## src/fixed_point_alu_q24_8_macros.svh

```systemverilog
// Assertion macros used by the ALU RTL (fpa_fifo).
// Depends on a clk and an arst_n being in scope where used.
`ifndef FIXED_POINT_ALU_Q24_8_MACROS_SVH
`define FIXED_POINT_ALU_Q24_8_MACROS_SVH

// Concurrent check, clocked on clk, disabled while in reset.
`define FPA_CHECK(lbl, prop, msg) \
	lbl: assert property (@(posedge clk) disable iff (!arst_n) (prop)) else $error(msg);

// Implication whose consequent is checked in the cycle after the antecedent.
`define FPA_CHECK_NEXT(lbl, ante, cons, msg) \
	lbl: assert property (@(posedge clk) disable iff (!arst_n) (ante) |=> (cons)) else $error(msg);

`endif

```

## src/fpa_pkg.sv

```systemverilog
// Types and constants for the Q24.8 fixed-point ALU.
// No dependencies.
package fpa_pkg;

	localparam logic [3:0] OP_ADD = 4'd0;
	localparam logic [3:0] OP_SUB = 4'd1;
	localparam logic [3:0] OP_MUL = 4'd2;
	localparam logic [3:0] OP_DIV = 4'd3;
	localparam logic [3:0] OP_MIN = 4'd4;
	localparam logic [3:0] OP_MAX = 4'd5;
	localparam logic [3:0] OP_FROM_INT = 4'd6;
	localparam logic [3:0] OP_TO_INT = 4'd7;
	localparam logic [3:0] OP_INC = 4'd8;
	localparam logic [3:0] OP_DEC = 4'd9;

	localparam int MID_DEPTH = 4;
	localparam int OUT_DEPTH = 2;

	typedef struct packed {
		logic [3:0]         func;
		logic signed [31:0] operand_a;
		logic signed [31:0] operand_b;
	} in_t;

	typedef struct packed {
		logic signed [31:0] result;
		logic               a_less;
		logic               a_equal;
		logic               a_greater;
		logic               div_by_zero;
		logic               overflow;
	} out_t;

	// Classified beat handed from front to back.
	typedef struct packed {
		logic [3:0]         func;
		logic signed [31:0] a;
		logic signed [31:0] b;
		logic               lt;
		logic               eq;
		logic               gt;
		logic               b_zero;
		logic               q_neg;
		logic [31:0]        mag_a;
		logic [31:0]        mag_b;
	} cls_t;

endpackage

```

## src/fpa_front.sv

```systemverilog
// Front end: takes input beats, compares operands, takes magnitudes for divide.
// Depends on fpa_pkg.
module fpa_front (
	input  logic         clk,
	input  logic         arst_n,
	input  logic         push,
	input  fpa_pkg::in_t req,
	output logic         full,
	input  logic         q_full,
	output logic         q_wr,
	output fpa_pkg::cls_t q_data
);
	fpa_pkg::cls_t cls;
	fpa_pkg::cls_t item_s1;
	logic          vld_s1;
	logic          take;

	always_comb begin
		cls.func   = req.func;
		cls.a      = req.operand_a;
		cls.b      = req.operand_b;
		cls.lt     = req.operand_a < req.operand_b;
		cls.eq     = req.operand_a == req.operand_b;
		cls.gt     = req.operand_a > req.operand_b;
		cls.b_zero = req.operand_b == '0;
		cls.q_neg  = req.operand_a[31] ^ req.operand_b[31];
		cls.mag_a  = req.operand_a[31] ? 32'(-req.operand_a) : 32'(req.operand_a);
		cls.mag_b  = req.operand_b[31] ? 32'(-req.operand_b) : 32'(req.operand_b);
	end

	assign q_wr   = vld_s1 && !q_full;
	assign q_data = item_s1;
	assign full   = vld_s1 && q_full;
	assign take   = push && !full;

	always_ff @(posedge clk) begin
		if (take) begin
			item_s1 <= cls;
		end
	end

	always_ff @(posedge clk or negedge arst_n) begin
		if (!arst_n) begin
			vld_s1 <= 1'b0;
		end else if (take) begin
			vld_s1 <= 1'b1;
		end else if (q_wr) begin
			vld_s1 <= 1'b0;
		end
	end

endmodule

```

## config.mk

```make
export PLATFORM = sky130hd
export DESIGN_NAME = fpa_front
export DESIGN_NICKNAME = d
export VERILOG_FILES = /design/src/fixed_point_alu_q24_8_macros.svh /design/src/fpa_pkg.sv /design/src/fpa_front.sv
export SDC_FILE = /design/constraint.sdc
export NUM_CORES = 1
export LEC_CHECK = 0
export BUFFER_PORTS_ARGS = -buffer_cell sky130_fd_sc_hd__buf_2
export CAP_MARGIN = 20
export CELL_PAD_IN_SITES_DETAIL_PLACEMENT = 0
export CELL_PAD_IN_SITES_GLOBAL_PLACEMENT = 1
export CORE_UTILIZATION = 43
export CTS_BUF_LIST = sky130_fd_sc_hd__clkbuf_8 sky130_fd_sc_hd__clkbuf_16
export CTS_CLUSTER_DIAMETER = 50
export CTS_CLUSTER_SIZE = 28
export DETAILED_ROUTE_END_ITERATION = 8
export PLACE_DENSITY_LB_ADDON = 0.1
export SYNTH_ARGS = -nofsm -noshare
export SYNTH_HDL_FRONTEND = slang
export SYNTH_SLANG_ARGS = --single-unit
```

## constraint.sdc

```tcl
create_clock -name clk -period 16.2 [get_ports clk]
set_clock_uncertainty 0.15 [all_clocks]
set_input_delay 1.62 -clock clk [delete_from_list [all_inputs] [get_ports clk]]
set_output_delay 1.62 -clock clk [all_outputs]
set_load 0.01 [all_outputs]
```

==> qor.yml <==
global_routing:
  grt_pass1_wl_um: 21800
  overflow: 0
  grt_max_degree: 70
  antenna_found_initial: 0
  track_usage_pct: 19.9
  grt_pass1_vias: 4183
power_and_ir_drop:
  p_leak_nw: 3.34
  comb_power_share_pct: 12.1
  power_w: 0.000884
  clkPwrFrac_pct: 40.3
  internal-power_w: 0.000679
  netSwitchingFraction_pct: 23.2
  power_density_mw_per_mm2: 110
  seqPwrFrac_pct: 47.7
  ir_drop_mv: 0.0721
  p_sw_w: 0.000205
route:
  drt.antenna.violating_nets: 0
  drc_errors: 0
  route.vias.total: 4307
  dr.pass1.iters: 4
  wl_per_cell_um: 16.5
  drt_wl_total_um: 14200
  drt_first_iter_violations: 265
  vias_per_cell: 5.02
clocking:
  cts_made_buffers: 17
  clock_path_buffers: 2
  htree_levels: 4
  cts_resized: 0
  cts_tree: "built"
  cts_setup_buffers: 0
  postCtsHoldBufs: 0
  cts.clk_slew.worst_paths_ns: 0.06
  clock_latency_ns: 0.41
  cts.sinks: 136
  cts-root-buf: "clkbuf_16"
setup_path:
  crit_chain: "buf_2 > inv_1 > ha_1 > and4_1 > nand4_1 > or4_1 > a31oi_1 > o21ai_0 > and2_1"
  r2r_end: "q_data[30]$_DFFE_PP_"
  worst_setup_path_end_kind: "flip-flop"
  reg2reg_slack_ns: 13.45
  slowest_stage: "or4_1"
  required_ns: 16.22
  crit_arrival_ns: 4.08
  path_max_fanout: 29
  r2r_cells: 4
  startpoint_type: "input port"
  r2r-start: "vld_s1$_DFFE_PN0P_"
  cp-startpoint: "req[31]"
  path_class: "input port to flip-flop"
  worstSetupEndpoint: "q_data[68]$_DFFE_PP_"
  max_stage_delay_ns: 0.56
synthesis:
  yosys_warnings: 0
  synth_top_family_by_area: "simple AND/OR/NAND/NOR gates"
  synthXorXnorAreaFrac_pct: 8.15
  ys_ff_latch: 136
  synth_nets: 548
  yosysTopAreaCellShare_pct: 65.0
  synth.distinct_cells: 42
  synth_fa_ha_area_share_pct: 6.82
  yosysTopAreaCell: "edfxtp_1"
  ys_seq_area_share_pct: 65.4
  muxShareOfSynthArea_pct: 0
  netlist_instances: 442
  syn_area_sq_mm: 0.00623
  synth_compound_area_share_pct: 8.25
  synth_simple_gate_area_share_pct: 8.45
  synthTopCellsByArea: "edfxtp_1, xnor2_1, ha_1"
  avgSynthCellArea_sq_um: 14.1
placement:
  gp_congestion: 0.761
  io_buffers: 210
  place_hpwl_um: 10700
finish:
  final.fill_count: 1204
  final_common_cell: "buf_2"
  drive_above_1_share_pct: 36.6
  multiInputGateArea_sq_mm: 0.00198
  layout.area.seq_sq_mm: 0.00408
  syn2layout_area_growth_pct: 29.0
  mostFrequentLayoutCells: "buf_2, edfxtp_1, xnor2_1, inv_1"
  antenna_cells: 0
  fin_nets: 771
timing:
  worst_pin_slew_ns: 0.876
  final.period_utilization_pct: 25.1
  tns_ns: 0
  slew_viol_final: 0
  fmax_mhz: 246
  max_slew_margin_pct: 41.6
  hold_violations: 0
  rsz0062_at_grt: "false"
  setup_viol_count_final: 0
  min_period_ns: 4.06
floorplan:
  die_h_um: 122
  die_x_um: 122
  dieArea_sq_mm: 0.0150
  rows: 43
  start_util_pct: 44.6
  ios: 211
  core-area_sq_mm: 0.0140
min_path:
  hold_path_depth: 2
  hold_path.class: "flip-flop to flip-flop"
run_status:
  outcome: "complete, no violations"
flow_run:
  maxCapViolations: 0
## registers in the layout, indices dropped and copies added, names as in the netlist
register  flops
vld_s1        1
q_data      135
## worst max-delay path, delay by kind of cell
kind	cells	cell delay, ns
fa+ha+maj	1	0.41
simple gates	4	1.06
buf+inv	2	0.64
compound gates	2	0.33
## layout make-up
class / count / area share (%)
inverters: 38 / 1.77
clock inverters: 15 / 1.52
clock buffers: 17 / 5.29
flip-flops and latches: 136 / 50.7
multi-input cells: 260 / 24.6
well taps: 180 / 2.80
repair buffers: 212 / 13.3
## metal layers
layer | global-route usage (%) | wire (um) | vias to the layer above
met2 | 35.5 | 7430 | 132
li1 | - | - | 2104
met4 | 7.39 | 199 | 0
met1 | 22.9 | 5750 | 2054
met3 | 5.16 | 799 | 17
met5 | 0 | 0 | -
## cells in the mapped netlist (all sizes together)
| master | count |
|---|---|
| dfrtp | 1 |
| clkbuf | 5 |
| o41ai | 5 |
| nand4b | 1 |
| buf | 3 |
| ha | 34 |
| and3 | 1 |
| or2 | 1 |
| o31a | 1 |
| and4 | 3 |
| xor2 | 9 |
| a221o | 1 |
| a221oi | 3 |
| nor2b | 2 |
| nand3 | 6 |
| nor3 | 6 |
| nand2b | 5 |
| o21ai | 25 |
| nor4 | 5 |
| or3 | 6 |
| or4 | 8 |
| a31oi | 3 |
| edfxtp | 135 |
| a21oi | 14 |
| a21o | 4 |
| inv | 38 |
| and2 | 4 |
| nand2 | 34 |
| xnor2 | 49 |
| o31ai | 18 |
| nor2 | 5 |
| or3b | 1 |
| nand4 | 5 |
| a31o | 1 |
## power groups by stage
stage / Clock, W / Sequential, W / Combinational (W)
floorplan: 0 / 0.000445 / 0.0000439
global placement: 0 / 0.000428 / 0.000107
detailed placement: 0 / 0.000429 / 0.000108
CTS: 0.000363 / 0.000422 / 0.000109
global route: 0.000377 / 0.000424 / 0.000119
finish: 0.000356 / 0.000422 / 0.000107
## metrics by stage
| stage | instance area [sq um] | setup WS, ns | hold WS [ns] | utilization (%) | instances |
|---|---|---|---|---|---|
| 2_1_floorplan | 6230 | 7.64 | 0.504 | - | 442 |
| 3_3_place_gp | 7490 | 11.84 | 0.509 | 53.6 | 826 |
| 3_5_place_dp | 7490 | 11.70 | 0.574 | 53.6 | 826 |
| 4_1_cts | 8040 | 12.14 | 0.588 | 57.5 | 858 |
| 5_1_grt | 8040 | 11.86 | 0.635 | 57.5 | 858 |
| 6_report | 8040 | 12.14 | 0.578 | 57.5 | 858 |
## worst min path at each step
stage	from	endpoint	slack, ns
CTS	vld_s1$_DFFE_PN0P_	vld_s1$_DFFE_PN0P_	0.59
detailed placement	vld_s1$_DFFE_PN0P_	vld_s1$_DFFE_PN0P_	0.57
global placement	vld_s1$_DFFE_PN0P_	vld_s1$_DFFE_PN0P_	0.51
global route	vld_s1$_DFFE_PN0P_	vld_s1$_DFFE_PN0P_	0.64
floorplan	vld_s1$_DFFE_PN0P_	vld_s1$_DFFE_PN0P_	0.50
finish	vld_s1$_DFFE_PN0P_	vld_s1$_DFFE_PN0P_	0.58
## logic make-up (layout without fill, tap and decap cells)
logic type | count (synthesis) | after routing
DFF | 136 | 136
adders and majority gates | 34 | 34
xor gates and xnor gates | 58 | 58
AOI/OAI and AO/OA | 75 | 75
buffers and inverters | 46 | 282
and+or+nand+nor | 93 | 93
No activity file was read; power rests on OpenSTA's default activity.
