===== src/fixed_point_alu_q24_8_macros.svh =====
// Assertion macros used by the ALU RTL (fpa_fifo).
// Depends on a clk and an arst_n being in scope where used.
`ifndef FIXED_POINT_ALU_Q24_8_MACROS_SVH
`define FIXED_POINT_ALU_Q24_8_MACROS_SVH

// Concurrent check, clocked on clk, disabled while in reset.
`define FPA_CHECK(lbl, prop, msg) \
	lbl: assert property (@(posedge clk) disable iff (!arst_n) (prop)) else $error(msg);

// Implication whose consequent is checked in the cycle after the antecedent.
`define FPA_CHECK_NEXT(lbl, ante, cons, msg) \
	lbl: assert property (@(posedge clk) disable iff (!arst_n) (ante) |=> (cons)) else $error(msg);

`endif


===== src/fpa_fifo.sv =====
// Small register FIFO used between front and back and at the result side.
// Depends on fixed_point_alu_q24_8_macros.svh.
`include "fixed_point_alu_q24_8_macros.svh"

module fpa_fifo #(
	parameter int WIDTH = 8,
	parameter int DEPTH = 4
) (
	input  logic             clk,
	input  logic             arst_n,
	input  logic             wr,
	input  logic [WIDTH-1:0] wr_data,
	input  logic             rd,
	output logic [WIDTH-1:0] rd_data,
	output logic             full,
	output logic             empty
);
	localparam int PW = (DEPTH > 1) ? $clog2(DEPTH) : 1;

	logic [WIDTH-1:0] mem_q [DEPTH];
	logic [PW-1:0]    wptr_q, rptr_q;
	logic [PW:0]      cnt_q;

	assign full    = (cnt_q == (PW+1)'(DEPTH));
	assign empty   = (cnt_q == '0);
	assign rd_data = mem_q[rptr_q];

	always_ff @(posedge clk) begin
		if (wr) begin
			mem_q[wptr_q] <= wr_data;
		end
	end

	always_ff @(posedge clk or negedge arst_n) begin
		if (!arst_n) begin
			wptr_q <= '0;
			rptr_q <= '0;
			cnt_q  <= '0;
		end else begin
			if (wr) begin
				wptr_q <= wptr_q + 1'b1;
			end
			if (rd) begin
				rptr_q <= rptr_q + 1'b1;
			end
			if (wr && !rd) begin
				cnt_q <= cnt_q + 1'b1;
			end else if (rd && !wr) begin
				cnt_q <= cnt_q - 1'b1;
			end
		end
	end

	`FPA_CHECK(a_no_wr_full, !(wr && full && !rd), "fifo written while full")
	`FPA_CHECK(a_no_rd_empty, !(rd && empty), "fifo read while empty")
	`FPA_CHECK_NEXT(a_wr_fills, wr && !rd, !empty, "fifo empty after a lone write")

endmodule


===== config.mk =====
export PLATFORM = sky130hd
export DESIGN_NAME = fpa_fifo
export DESIGN_NICKNAME = d
export VERILOG_FILES = /design/src/fpa_fifo.sv
export VERILOG_INCLUDE_DIRS = /design/src /design/src/src
export SDC_FILE = /design/constraint.sdc
export NUM_CORES = 1
export LEC_CHECK = 0
export BUFFER_PORTS_ARGS = -buffer_cell sky130_fd_sc_hd__buf_4
export CAP_MARGIN = 20
export CORE_UTILIZATION = 55
export DETAILED_ROUTE_END_ITERATION = 7
export PLACE_DENSITY = 0.77
export SETUP_SLACK_MARGIN = 0.02
export SLEW_MARGIN = 20
export SYNTH_ARGS = -nofsm -noshare
export SYNTH_HDL_FRONTEND = slang
export SYNTH_SLANG_ARGS = --single-unit

===== constraint.sdc =====
create_clock -name clk -period 2 [get_ports clk]
set_clock_uncertainty 0.15 [all_clocks]
set_input_delay 0.6 -clock clk [delete_from_list [all_inputs] [get_ports clk]]
set_output_delay 0.6 -clock clk [all_outputs]
set_load 0.005 [all_outputs]

==> results of run 1 <==
==> cells by family (layout without fill, tap and decap cells) <==
group | after synthesis | count (layout) | share of synthesized area
xor gates and xnor gates | 6 | 6 | 0.03395
AOI/OAI and AO/OA | 1 | 1 | 0.003231
buffers and inverters | 6 | 41 | 0.02020
muxes | 9 | 9 | 0.1237
and+or+nand+nor | 9 | 9 | 0.03152
adders and majority gates | 6 | 6 | 0.05336
DFF | 39 | 39 | 0.7340
==> metal layers <==
layer | vias up | part of all wire | track usage
li1 | 353 | - | -
met2 | 17 | 0.52 | 0.3072
met5 | - | 0 | 0
met3 | 6 | 0.040 | 0.07650
met4 | 0 | 0.018 | 0.1083
met1 | 380 | 0.42 | 0.2580
==> registers in the layout, summed over array words and instances (netlist names) <==
register  cells
mem_q        32
rptr_q        2
wptr_q        2
cnt_q         3
==> worst reg2reg max path, cell delays in order (launching register included) <==
cell	delay, ns
sky130_fd_sc_hd__dfrtp_1	0.44
sky130_fd_sc_hd__inv_1	0.11
sky130_fd_sc_hd__ha_1	0.14
sky130_fd_sc_hd__and2_1	0.40
==> stage by stage <==
step,std cells,area (um^2),setup TNS [ns]
CTS,141,1876,-2.258
detailed placement,132,1779,-0.05081
global route,141,1882,-2.769
floorplan,76,1548,0
global placement,132,1779,0
finish,141,1882,-2.085
==> repair_timing <==
item / 4_1_cts / 5_1_grt
hold buffers: 1 / 0
hold endpoints to repair: 7 / 0
cloned: 0 / 0
gates resized for setup: 7 / 2
endpoints found under the setup margin: 8 / 9
==> layout by cell type (no fill, tap or decap), types with 4 or more instances in the layout <==
cell	synthesis	layout
sky130_fd_sc_hd__and2_1	4	4
sky130_fd_sc_hd__buf_4	0	21
sky130_fd_sc_hd__buf_6	1	7
sky130_fd_sc_hd__clkbuf_4	0	5
sky130_fd_sc_hd__dfrtp_1	7	6
sky130_fd_sc_hd__edfxtp_1	32	32
sky130_fd_sc_hd__ha_1	5	5
sky130_fd_sc_hd__inv_1	4	4
sky130_fd_sc_hd__mux4_2	8	8
sky130_fd_sc_hd__xor2_1	4	4
==> path summary, 6_finish.rpt <==
check	to	slack, ns	cells after the start
setup / recovery	rd_data[5]	-0.28	3
hold / removal	mem_q[0][1]	0.30	1
setup reg to reg	mem_q[0][7]	0.41	3
hold reg to reg	cnt_q[2]	0.36	1
max in group asynchronous	cnt_q[0]	1.11	2
min in group asynchronous	cnt_q[0]	0.45	2
==> layout make-up <==
type | instances | share of cell area
inverters | 4 | 0.007979
clock buffers | 7 | 0.02926
clock inverters | 1 | 0.002660
repair buffers | 29 | 0.1310
multi-input cells | 31 | 0.2048
flip-flops and latches | 39 | 0.6044
well taps | 30 | 0.01995
==> power groups by stage <==
stage	Clock (W)	Combinational (W)	Sequential, W
4_1_cts	0.000425	0.000880	0.00123
2_1_floorplan	0	0.000506	0.00117
5_1_grt	0.000461	0.000967	0.00126
6_report	0.000413	0.000868	0.00123
3_5_place_dp	0	0.000805	0.00124
3_3_place_gp	0	0.000778	0.00122
==> impl_summary.log, run 1 <==
INFO  metric result_of_the_run = finished with violations
INFO  metric failing_checks = setup timing
INFO  metric crit_start = rptr_q[0]
INFO  metric global_route_wire_length_before_repair = ~3800 um
INFO  metric ctsRootBufferMaster = sky130_fd_sc_hd__clkbuf_4
INFO  metric critical-path-slowest-cell = sky130_fd_sc_hd__mux4_2
INFO  metric power.share.combinational = 0.346
INFO  metric post_synth.cell_area_avg = just over 20 um^2
INFO  metric synth_edf_count = 32
INFO  metric sequential_area = between 1000 and 1500 um^2
INFO  metric placement.io_buffers = 21
INFO  metric synthesis.nets = 94
INFO  metric synthesis.yosys.warnings = 0
INFO  metric grt_antenna_before_repair = 0
INFO  metric cap_violations = 0
INFO  metric tightestPinTransition = 0.4526 ns
INFO  metric postSynth.asyncResetShare = 0.1795
INFO  metric routed-via-count = about 760
INFO  metric tritoncts_num_sinks = 39
INFO  metric path_common_cell = sky130_fd_sc_hd__buf_6
INFO  metric crit_arrival = 1.53 ns
INFO  metric post_synth_instance_area = approximately 1500 um^2
INFO  metric hpwlAfterDp = ~1700 um
INFO  metric path_max_fanout = 6
INFO  metric synthToLayoutAreaGrowth = 21.58%
INFO  metric netlist-cell-type-count = 17
INFO  metric internal_power_component = roughly 0.0018 W
INFO  metric dieWidth = around 55 um
INFO  metric design.final.nets = 128
INFO  metric critPathCaptureType = output port
INFO  metric drv_slew = 0
INFO  metric routed_wirelength = around 2600 um
INFO  metric insertion_delay = about 0.34 ns
INFO  metric cts-root-to-sink-buffers = 2
INFO  metric ys_ff_latch = 39
INFO  metric track_usage = 0.2044
INFO  metric tritoncts = built
INFO  metric most_instantiated_library_cell_after_synthesis = sky130_fd_sc_hd__edfxtp_1
INFO  metric via_count_of_the_first_global_routing_pass = roughly 760
INFO  metric power_per_cell_area = around 1300 nW/um^2
INFO  metric mean_routed_wirelength_per_cell = between 15 and 20 um
INFO  metric synth-seq-area-share = 0.7340
INFO  metric switching_share = 0.2870
INFO  metric p_leak = between 0.7 and 0.8 nW
INFO  metric clock_pin_slew_worst_setup_and_hold_paths = between 0.1 and 0.15 ns
INFO  metric postLayoutCoreUtil = 0.7329
INFO  metric leading_post_synthesis_cells_by_cell_area = sky130_fd_sc_hd__edfxtp_1 (62%), sky130_fd_sc_hd__mux4_2 (12%), sky130_fd_sc_hd__dfrtp_1 (11%), sky130_fd_sc_hd__ha_1 (4.0%), sky130_fd_sc_hd__xor2_1 (2.3%)
INFO  metric setup_bufs_post_cts = 0
INFO  metric power.net_switching = around 0.00072 W
INFO  metric layout_setup_ws = -0.2833 ns
INFO  metric drcViolationCount = 0
INFO  metric finalSetupViolCount = 8
INFO  metric cts_htree_levels = 2
INFO  metric drt.antenna.violating_nets = 0
INFO  metric min_period = between 2 and 2.5 ns
INFO  metric tritoncts.num_buffers = 5
INFO  metric holdCritStartpoint = wr_data[1]
INFO  metric vdd.ir_drop.worst = around 0.00091 V
INFO  metric timing.final.crit_share = 1.142
INFO  metric gp_congestion = approximately 0.62
INFO  metric synth_top_area_cell = sky130_fd_sc_hd__edfxtp_1
INFO  metric relSlewSlack = 0.6983
INFO  metric sequential_power_share = 0.490
INFO  metric antenna_diodes = 0
INFO  metric maximum_number_of_pins_on_one_net_before_global_route_repair = 13
INFO  metric floorplan.die.height = ~55 um
INFO  metric multi_input_comb_area = between 300 and 400 um^2
INFO  metric post_route_cells_drive_above_1_share = 0.4144
INFO  metric cp_top_family = multiplexers
INFO  metric fillers = 166
INFO  metric combined_buffer_and_inverter_count_along_the_critical_path = 2
INFO  metric start_util = 0.6028
INFO  metric number_of_primary_i_o_pins = 22
INFO  metric most_numerous_cell_types_in_the_synthesized_netlist = sky130_fd_sc_hd__edfxtp_1 (32), sky130_fd_sc_hd__mux4_2 (8), sky130_fd_sc_hd__dfrtp_1 (7), sky130_fd_sc_hd__ha_1 (5)
INFO  metric yosysTopAreaCellShare = 0.6209
INFO  metric clock_power_share = 0.164
INFO  metric cp_slowest_stage_delay = about 0.53 ns
INFO  metric fp.dieArea = roughly 3000 um^2
INFO  metric synth_cells = 76
INFO  metric worstSetupPathType = register to output port
INFO  metric core_area = between 2000 and 3000 um^2
INFO  metric final_hold_viol_count = 0
INFO  metric core.rowCount = 18
INFO  metric crit_path_cell_trace = buf_6, mux4_2, buf_6
INFO  metric hold_path.class = input pin to register
INFO  metric grt_setup_unrepaired = true
INFO  metric detailedPlace.worstSlack = -0.05081 ns
INFO  metric regToRegStartpoint = wptr_q[0]
INFO  metric globalRouteOverflowTotal = 0
INFO  metric worst-endpoint-required = 1.25 ns
INFO  metric p_total = roughly 0.0025 W
INFO  metric drt_pass1_iterations = 3
INFO  metric number_of_drc_violations_after_detailed_routing_iteration_0 = 7
INFO  metric routed_via_density = approximately 5.4
INFO  metric yosys_most_used_dff = sky130_fd_sc_hd__edfxtp_1
INFO  metric critical_path_launch_point_type = register
INFO  metric fmax = 438.0 MHz
INFO  metric hold_ws = between 0.2 and 0.3 ns
No activity file was read; power rests on OpenSTA's default activity.
==> run 2: changes to the inputs <==
--- a/config.mk
+++ b/config.mk
@@ -6,11 +6,12 @@
 export SDC_FILE = /design/constraint.sdc
 export NUM_CORES = 1
 export LEC_CHECK = 0
-export BUFFER_PORTS_ARGS = -buffer_cell sky130_fd_sc_hd__buf_4
 export CAP_MARGIN = 20
 export CORE_UTILIZATION = 55
+export CTS_BUF_LIST = sky130_fd_sc_hd__clkbuf_2 sky130_fd_sc_hd__clkbuf_4 sky130_fd_sc_hd__clkbuf_8
 export DETAILED_ROUTE_END_ITERATION = 7
-export PLACE_DENSITY = 0.77
+export DONT_BUFFER_PORTS = 1
+export PLACE_DENSITY = 0.7
 export SETUP_SLACK_MARGIN = 0.02
 export SLEW_MARGIN = 20
 export SYNTH_ARGS = -nofsm -noshare
==> impl_summary.log, run 2 (synthesis gave the netlist of run 1 again) <==
INFO  metric relSlewSlack = 0.6868
INFO  metric critical-path-slowest-cell = sky130_fd_sc_hd__mux4_2
INFO  metric hpwlAfterDp = roughly 1400 um
INFO  metric mean_routed_wirelength_per_cell = just under 20 um
INFO  metric number_of_drc_violations_after_detailed_routing_iteration_0 = 11
INFO  metric switching_share = 0.2978
INFO  metric grt_antenna_before_repair = 0
INFO  metric combined_buffer_and_inverter_count_along_the_critical_path = 1
INFO  metric floorplan.die.height = roughly 55 um
INFO  metric placed_cell_area = ~1600 um^2
INFO  metric cts_htree_levels = 2
INFO  metric global_route_wire_length_before_repair = 3353 um
INFO  metric hold_path.class = input pin to register
INFO  metric reg2reg_depth = 4
INFO  metric hold_depth = 1
INFO  metric cts-root-to-sink-buffers = 2
INFO  metric cp_top_family = multiplexers
INFO  metric regMostFlops = mem_q
INFO  metric tritoncts_num_sinks = 39
INFO  metric min_period = about 2.2 ns
INFO  metric via_count_of_the_first_global_routing_pass = around 700
INFO  metric number_of_primary_i_o_pins = 22
INFO  metric worst-endpoint-required = approximately 1.3 ns
INFO  metric tritoncts.num_buffers = 5
INFO  metric multi_input_comb_area = 380.4 um^2
INFO  metric drt.antenna.violating_nets = 0
INFO  metric start_util = 0.6028
INFO  metric crit_path_cell_trace = buf_12, mux4_2
INFO  metric final_hold_viol_count = 0
INFO  metric clock_power_share = 0.170
INFO  metric placement.io_buffers = 0
INFO  metric cap_violations = 0
INFO  metric layout_setup_ws = -0.1938 ns
INFO  metric power.share.combinational = 0.273
INFO  metric critical_path_launch_point_type = register
INFO  metric fmax = 455.8 MHz
INFO  metric p_total = 0.002200 W
INFO  metric timing.final.crit_share = 1.097
INFO  metric vdd.ir_drop.worst = a little under 0.0009 V
INFO  metric routed_wirelength = 2265 um
INFO  metric gp_congestion = between 0.6 and 0.7
INFO  metric critical_path_cell_count = 2
INFO  metric sequential_power_share = 0.558
INFO  metric drt_pass1_iterations = 4
INFO  metric core_area = between 2000 and 3000 um^2
INFO  metric routed_via_density = 5.696
INFO  metric fillers = around 200
INFO  metric layout_top_registers = mem_q x32, cnt_q x3
INFO  metric dieWidth = 55.05 um
INFO  metric globalRouteOverflowTotal = 0
INFO  metric grt_setup_unrepaired = true
INFO  metric design.final.nets = 102
INFO  metric drv_slew = 0
INFO  metric worstSetupPathType = register to output port
INFO  metric maximum_number_of_pins_on_one_net_before_global_route_repair = 13
INFO  metric track_usage = 0.1861
INFO  metric tightestPinTransition = around 0.47 ns
INFO  metric drcViolationCount = 0
INFO  metric sequential_area = approximately 1100 um^2
INFO  metric final_cell_area = between 1500 and 2000 um^2
INFO  metric result_of_the_run = finished with violations
INFO  metric most_frequent_cells_in_the_layout = sky130_fd_sc_hd__edfxtp_1 (32), sky130_fd_sc_hd__mux4_2 (8), sky130_fd_sc_hd__dfrtp_1 (7)
INFO  metric synthToLayoutAreaGrowth = 7.195%
INFO  metric postLayoutCoreUtil = 0.6462
INFO  metric largest_register_ffs = 32
INFO  metric antenna_diodes = 0
INFO  metric fp.dieArea = slightly above 3000 um^2
INFO  metric post_route_cells_drive_above_1_share = 0.2000
INFO  metric core.rowCount = 18
INFO  metric power_per_cell_area = approximately 1300 nW/um^2
INFO  metric insertion_delay = about 0.34 ns
INFO  metric clock_pin_slew_worst_setup_and_hold_paths = 0.11 ns
INFO  metric ctsRootBufferMaster = sky130_fd_sc_hd__clkbuf_4
INFO  metric path_max_fanout = 8
INFO  metric failing_checks = setup timing
INFO  metric routed-via-count = around 660
INFO  metric layout.cells.most_common = sky130_fd_sc_hd__edfxtp_1
INFO  metric cp_slowest_stage_delay = roughly 0.53 ns
INFO  metric tritoncts = built
INFO  metric crit_arrival = approximately 1.4 ns
INFO  metric finalSetupViolCount = 8
INFO  metric power.net_switching = roughly 0.00066 W
INFO  metric internal_power_component = roughly 0.0015 W
INFO  metric p_leak = 0.5825 nW
INFO  metric critPathCaptureType = output port
[run 2: path summary, 6_finish.rpt]
kind | start | to | slack (ns)
hold reg to reg | cnt_q[2] | cnt_q[2] | 0.37
hold / removal | wr | wptr_q[0] | 0.18
setup / recovery | rptr_q[0] | rd_data[0] | -0.19
setup reg to reg | cnt_q[0] | cnt_q[2] | 0.38
max in group asynchronous | arst_n | cnt_q[0] | 1.02
min in group asynchronous | arst_n | rptr_q[0] | 0.43
[run 2: final cells by class]
| type | instances | area share |
|---|---|---|
| repair buffers | 3 | 0.02262 |
| clock inverters | 3 | 0.009050 |
| clock buffers | 5 | 0.02262 |
| well taps | 30 | 0.02262 |
| flip-flops and latches | 39 | 0.6848 |
| inverters | 4 | 0.009050 |
| multi-input cells | 31 | 0.2293 |
[run 2: worst reg2reg max path, cell delays in order (launching register included)]
cell                      delay (ns)
sky130_fd_sc_hd__dfrtp_1        0.46
sky130_fd_sc_hd__fa_1           0.48
sky130_fd_sc_hd__xor2_1         0.18
sky130_fd_sc_hd__nor2_1         0.11
sky130_fd_sc_hd__xor2_1         0.17
[run 2: routing by layer]
metal | global-route usage | vias to the layer above | routed length (um) | part of all wire
li1 | - | 303 | - | -
met1 | 0.2189 | 326 | 875 | 0.39
met2 | 0.2791 | 21 | 1197 | 0.53
met3 | 0.09836 | 5 | 150 | 0.066
met4 | 0.09167 | 0 | 42 | 0.019
met5 | 0 | - | 0 | 0
[run 2: timing repair]
action | 4_1_cts | 5_1_grt
resized for setup | 0 | 0
hold endpoints to repair | 7 | 0
setup endpoints to repair | 8 | 8
hold buffers | 1 | 0
buffers inserted | 1 | 0
pin swaps | 0 | 0
gates cloned | 0 | 0
[run 2: power groups by stage]
| stage | Combinational [W] | Sequential, W | Clock (W) |
|---|---|---|---|
| floorplan | 0.000506 | 0.00117 | 0 |
| global placement | 0.000571 | 0.00124 | 0 |
| detailed placement | 0.000589 | 0.00125 | 0 |
| CTS | 0.000611 | 0.00123 | 0.000389 |
| global route | 0.000673 | 0.00125 | 0.000423 |
| finish | 0.000600 | 0.00123 | 0.000374 |
[run 2: metrics by stage]
| step | setup TNS (ns) | std cells | setup slack (ns) | hold slack, ns |
|---|---|---|---|---|
| final | -1.455 | 115 | -0.1938 | 0.1825 |
| after global routing | -2.033 | 115 | -0.2637 | 0.1629 |
| after CTS | -1.628 | 115 | -0.2187 | 0.1667 |
| after detailed placement | 0 | 105 | 0.01900 | 0.1546 |
| after global placement | 0 | 105 | 0.1469 | 0.1546 |
| after floorplan | 0 | 76 | 0.1652 | 0.1544 |
==> run 3: changes to the inputs <==
--- a/config.mk
+++ b/config.mk
@@ -7,12 +7,16 @@
 export NUM_CORES = 1
 export LEC_CHECK = 0
 export CAP_MARGIN = 20
+export CELL_PAD_IN_SITES_DETAIL_PLACEMENT = 0
+export CELL_PAD_IN_SITES_GLOBAL_PLACEMENT = 1
 export CORE_UTILIZATION = 55
 export CTS_BUF_LIST = sky130_fd_sc_hd__clkbuf_2 sky130_fd_sc_hd__clkbuf_4 sky130_fd_sc_hd__clkbuf_8
 export DETAILED_ROUTE_END_ITERATION = 7
 export DONT_BUFFER_PORTS = 1
-export PLACE_DENSITY = 0.7
+export HOLD_SLACK_MARGIN = 0.08
+export PLACE_DENSITY_LB_ADDON = 0.1
 export SETUP_SLACK_MARGIN = 0.02
+export SKIP_CTS_REPAIR_TIMING = 1
 export SLEW_MARGIN = 20
 export SYNTH_ARGS = -nofsm -noshare
 export SYNTH_HDL_FRONTEND = slang
==> impl_summary.log, run 3 (synthesis gave the netlist of run 1 again) <==
INFO  metric placed_cells_incl_taps = about 110
INFO  metric worstSetupPathType = register to output port
INFO  metric timing.final.crit_share = 1.094
INFO  metric gp_congestion = roughly 0.68
INFO  metric hpwlAfterDp = 1408 um
INFO  metric vdd.ir_drop.worst = about 0.0008 V
INFO  metric result_of_the_run = finished with violations
INFO  metric p_total = 0.002207 W
INFO  metric layout.cells.most_common = sky130_fd_sc_hd__edfxtp_1
INFO  metric finalSetupViolCount = 8
INFO  metric p_leak = approximately 0.59 nW
INFO  metric routed_wirelength = 2058 um
INFO  metric fp.dieArea = 3030 um^2
INFO  metric track_usage = 0.1716
INFO  metric fmax = ~460 MHz
INFO  metric number_of_drc_violations_after_detailed_routing_iteration_0 = 16
INFO  metric drv_slew = 0
INFO  metric post_route_cells_drive_above_1_share = 0.2235
INFO  metric postLayoutCoreUtil = 0.6491
INFO  metric holdCritStartpoint = wr
INFO  metric worst-endpoint-required = approximately 1.3 ns
INFO  metric routed_via_density = roughly 5.7
INFO  metric crit_arrival = between 1 and 1.5 ns
INFO  metric tightestPinTransition = 0.4235 ns
INFO  metric design.final.nets = slightly above 100
INFO  metric core.rowCount = 18
INFO  metric global_route_wire_length_before_repair = roughly 3100 um
INFO  metric globalRouteOverflowTotal = 0
INFO  metric dieWidth = approximately 55 um
INFO  metric combined_buffer_and_inverter_count_along_the_critical_path = 1
INFO  metric grtUsageMet1 = 0.2218
INFO  metric tritoncts_num_sinks = 39
INFO  metric antenna_diodes = 0
INFO  metric most_used_routing_layer_in_global_routing = met2
INFO  metric synthToLayoutAreaGrowth = 7.680%
INFO  metric cp_top_family = multiplexers
INFO  metric placement.io_buffers = 0
INFO  metric drt_pass1_iterations = 4
INFO  metric critical-path-slowest-cell = sky130_fd_sc_hd__mux4_2
INFO  metric ctsRootBufferMaster = sky130_fd_sc_hd__clkbuf_4
INFO  metric grt_antenna_before_repair = 0
INFO  metric stdcell_count = 115
INFO  metric final_cell_area = approximately 1700 um^2
INFO  metric cp_slowest_stage_delay = approximately 0.52 ns
INFO  metric via_count_of_the_first_global_routing_pass = between 600 and 700
INFO  metric cts_htree_levels = 2
INFO  metric final_hold_viol_count = 0
INFO  metric layout_top_registers = mem_q x32, cnt_q x3
INFO  metric failing_checks = setup timing
INFO  metric power_per_cell_area = ~1300 nW/um^2
INFO  metric drt.antenna.violating_nets = 0
INFO  metric globalRouteMet2Util = 0.2289
INFO  metric crit_start = rptr_q[0]
INFO  metric mean_routed_wirelength_per_cell = roughly 18 um
INFO  metric maximum_number_of_pins_on_one_net_before_global_route_repair = 12
INFO  metric insertion_delay = about 0.33 ns
INFO  metric layout_setup_ws = -0.1876 ns
INFO  metric floorplan.die.height = approximately 55 um
INFO  metric regMostFlops = mem_q
INFO  metric critical_path_launch_point_type = register
INFO  metric regToRegStartpoint = cnt_q[0]
INFO  metric drcViolationCount = 0
INFO  metric largest_register_ffs = 32
INFO  metric relSlewSlack = 0.7176
INFO  metric grt_setup_unrepaired = true
INFO  metric routed-via-count = approximately 650
INFO  metric placed_cell_area = between 1500 and 2000 um^2
INFO  metric tritoncts.num_buffers = 5
INFO  metric cap_violations = 0
INFO  metric number_of_primary_i_o_pins = 22
INFO  metric hold_ws = 0.1828 ns
INFO  metric start_util = 0.6028
INFO  metric crit_path_cell_trace = buf_12, mux4_2
INFO  metric hold_path.class = input pin to register
INFO  metric grt.met3_usage = 0.06557
INFO  metric clock_pin_slew_worst_setup_and_hold_paths = ~0.10 ns
INFO  metric critPathCaptureType = output port
INFO  metric cts-root-to-sink-buffers = 2
INFO  metric most_frequent_cells_in_the_layout = sky130_fd_sc_hd__edfxtp_1 (32), sky130_fd_sc_hd__mux4_2 (8), sky130_fd_sc_hd__clkbuf_4 (8)
INFO  metric tritoncts = built
INFO  metric min_period = approximately 2.2 ns
INFO  metric core_area = about 2600 um^2
INFO  metric path_max_fanout = 8
==> run 3: changes by cell type in the layout (fill, tap and decap cells not counted), sizes merged <==
cell / delta
clkbuf: +3
clkinv: -2
clkinvlp: -1
==> run 3: cell type report <==
cell class | count | area, um^2
timing repair buffer | 3 | 37.54
tap | 30 | 37.54
multi-input combinational | 31 | 380.4
sequential | 39 | 1136
inverter | 4 | 15.01
clock buffer | 8 | 60.06
fill | 184 | 900.9
==> run 3: path summary, 6_finish.rpt <==
kind	depth (start not counted)	slack (ns)	endpoint
worst max register to register	4	0.45	cnt_q[2]
min in group asynchronous	1	0.44	cnt_q[2]
worst min register to register	1	0.35	cnt_q[2]
worst min-delay path	1	0.18	wptr_q[0]
max in group asynchronous	1	1.02	wptr_q[1]
worst max-delay path	2	-0.19	rd_data[4]
==> run 3: where the power goes <==
group	internal (W)	leakage (nW)	switching (W)
logic	0.000324	0.180	0.000250
clock network	0.000181	0.0368	0.000226
registers	0.00109	0.376	0.000137
==> run 3: per-layer routing <==
layer  up-vias  wire (um)
met4         0         55
met2        21        962
met1       320        912
met5         -          0
li1        307          -
met3         5        128
==> run 3: metrics by stage <==
| step | setup TNS [ns] | worst slack, ns |
|---|---|---|
| after detailed placement | 0 | 0.08552 |
| after floorplan | 0 | 0.1652 |
| after global placement | 0 | 0.1146 |
| final | -1.431 | -0.1876 |
| after global routing | -1.984 | -0.2579 |
| after CTS | -1.847 | -0.2374 |
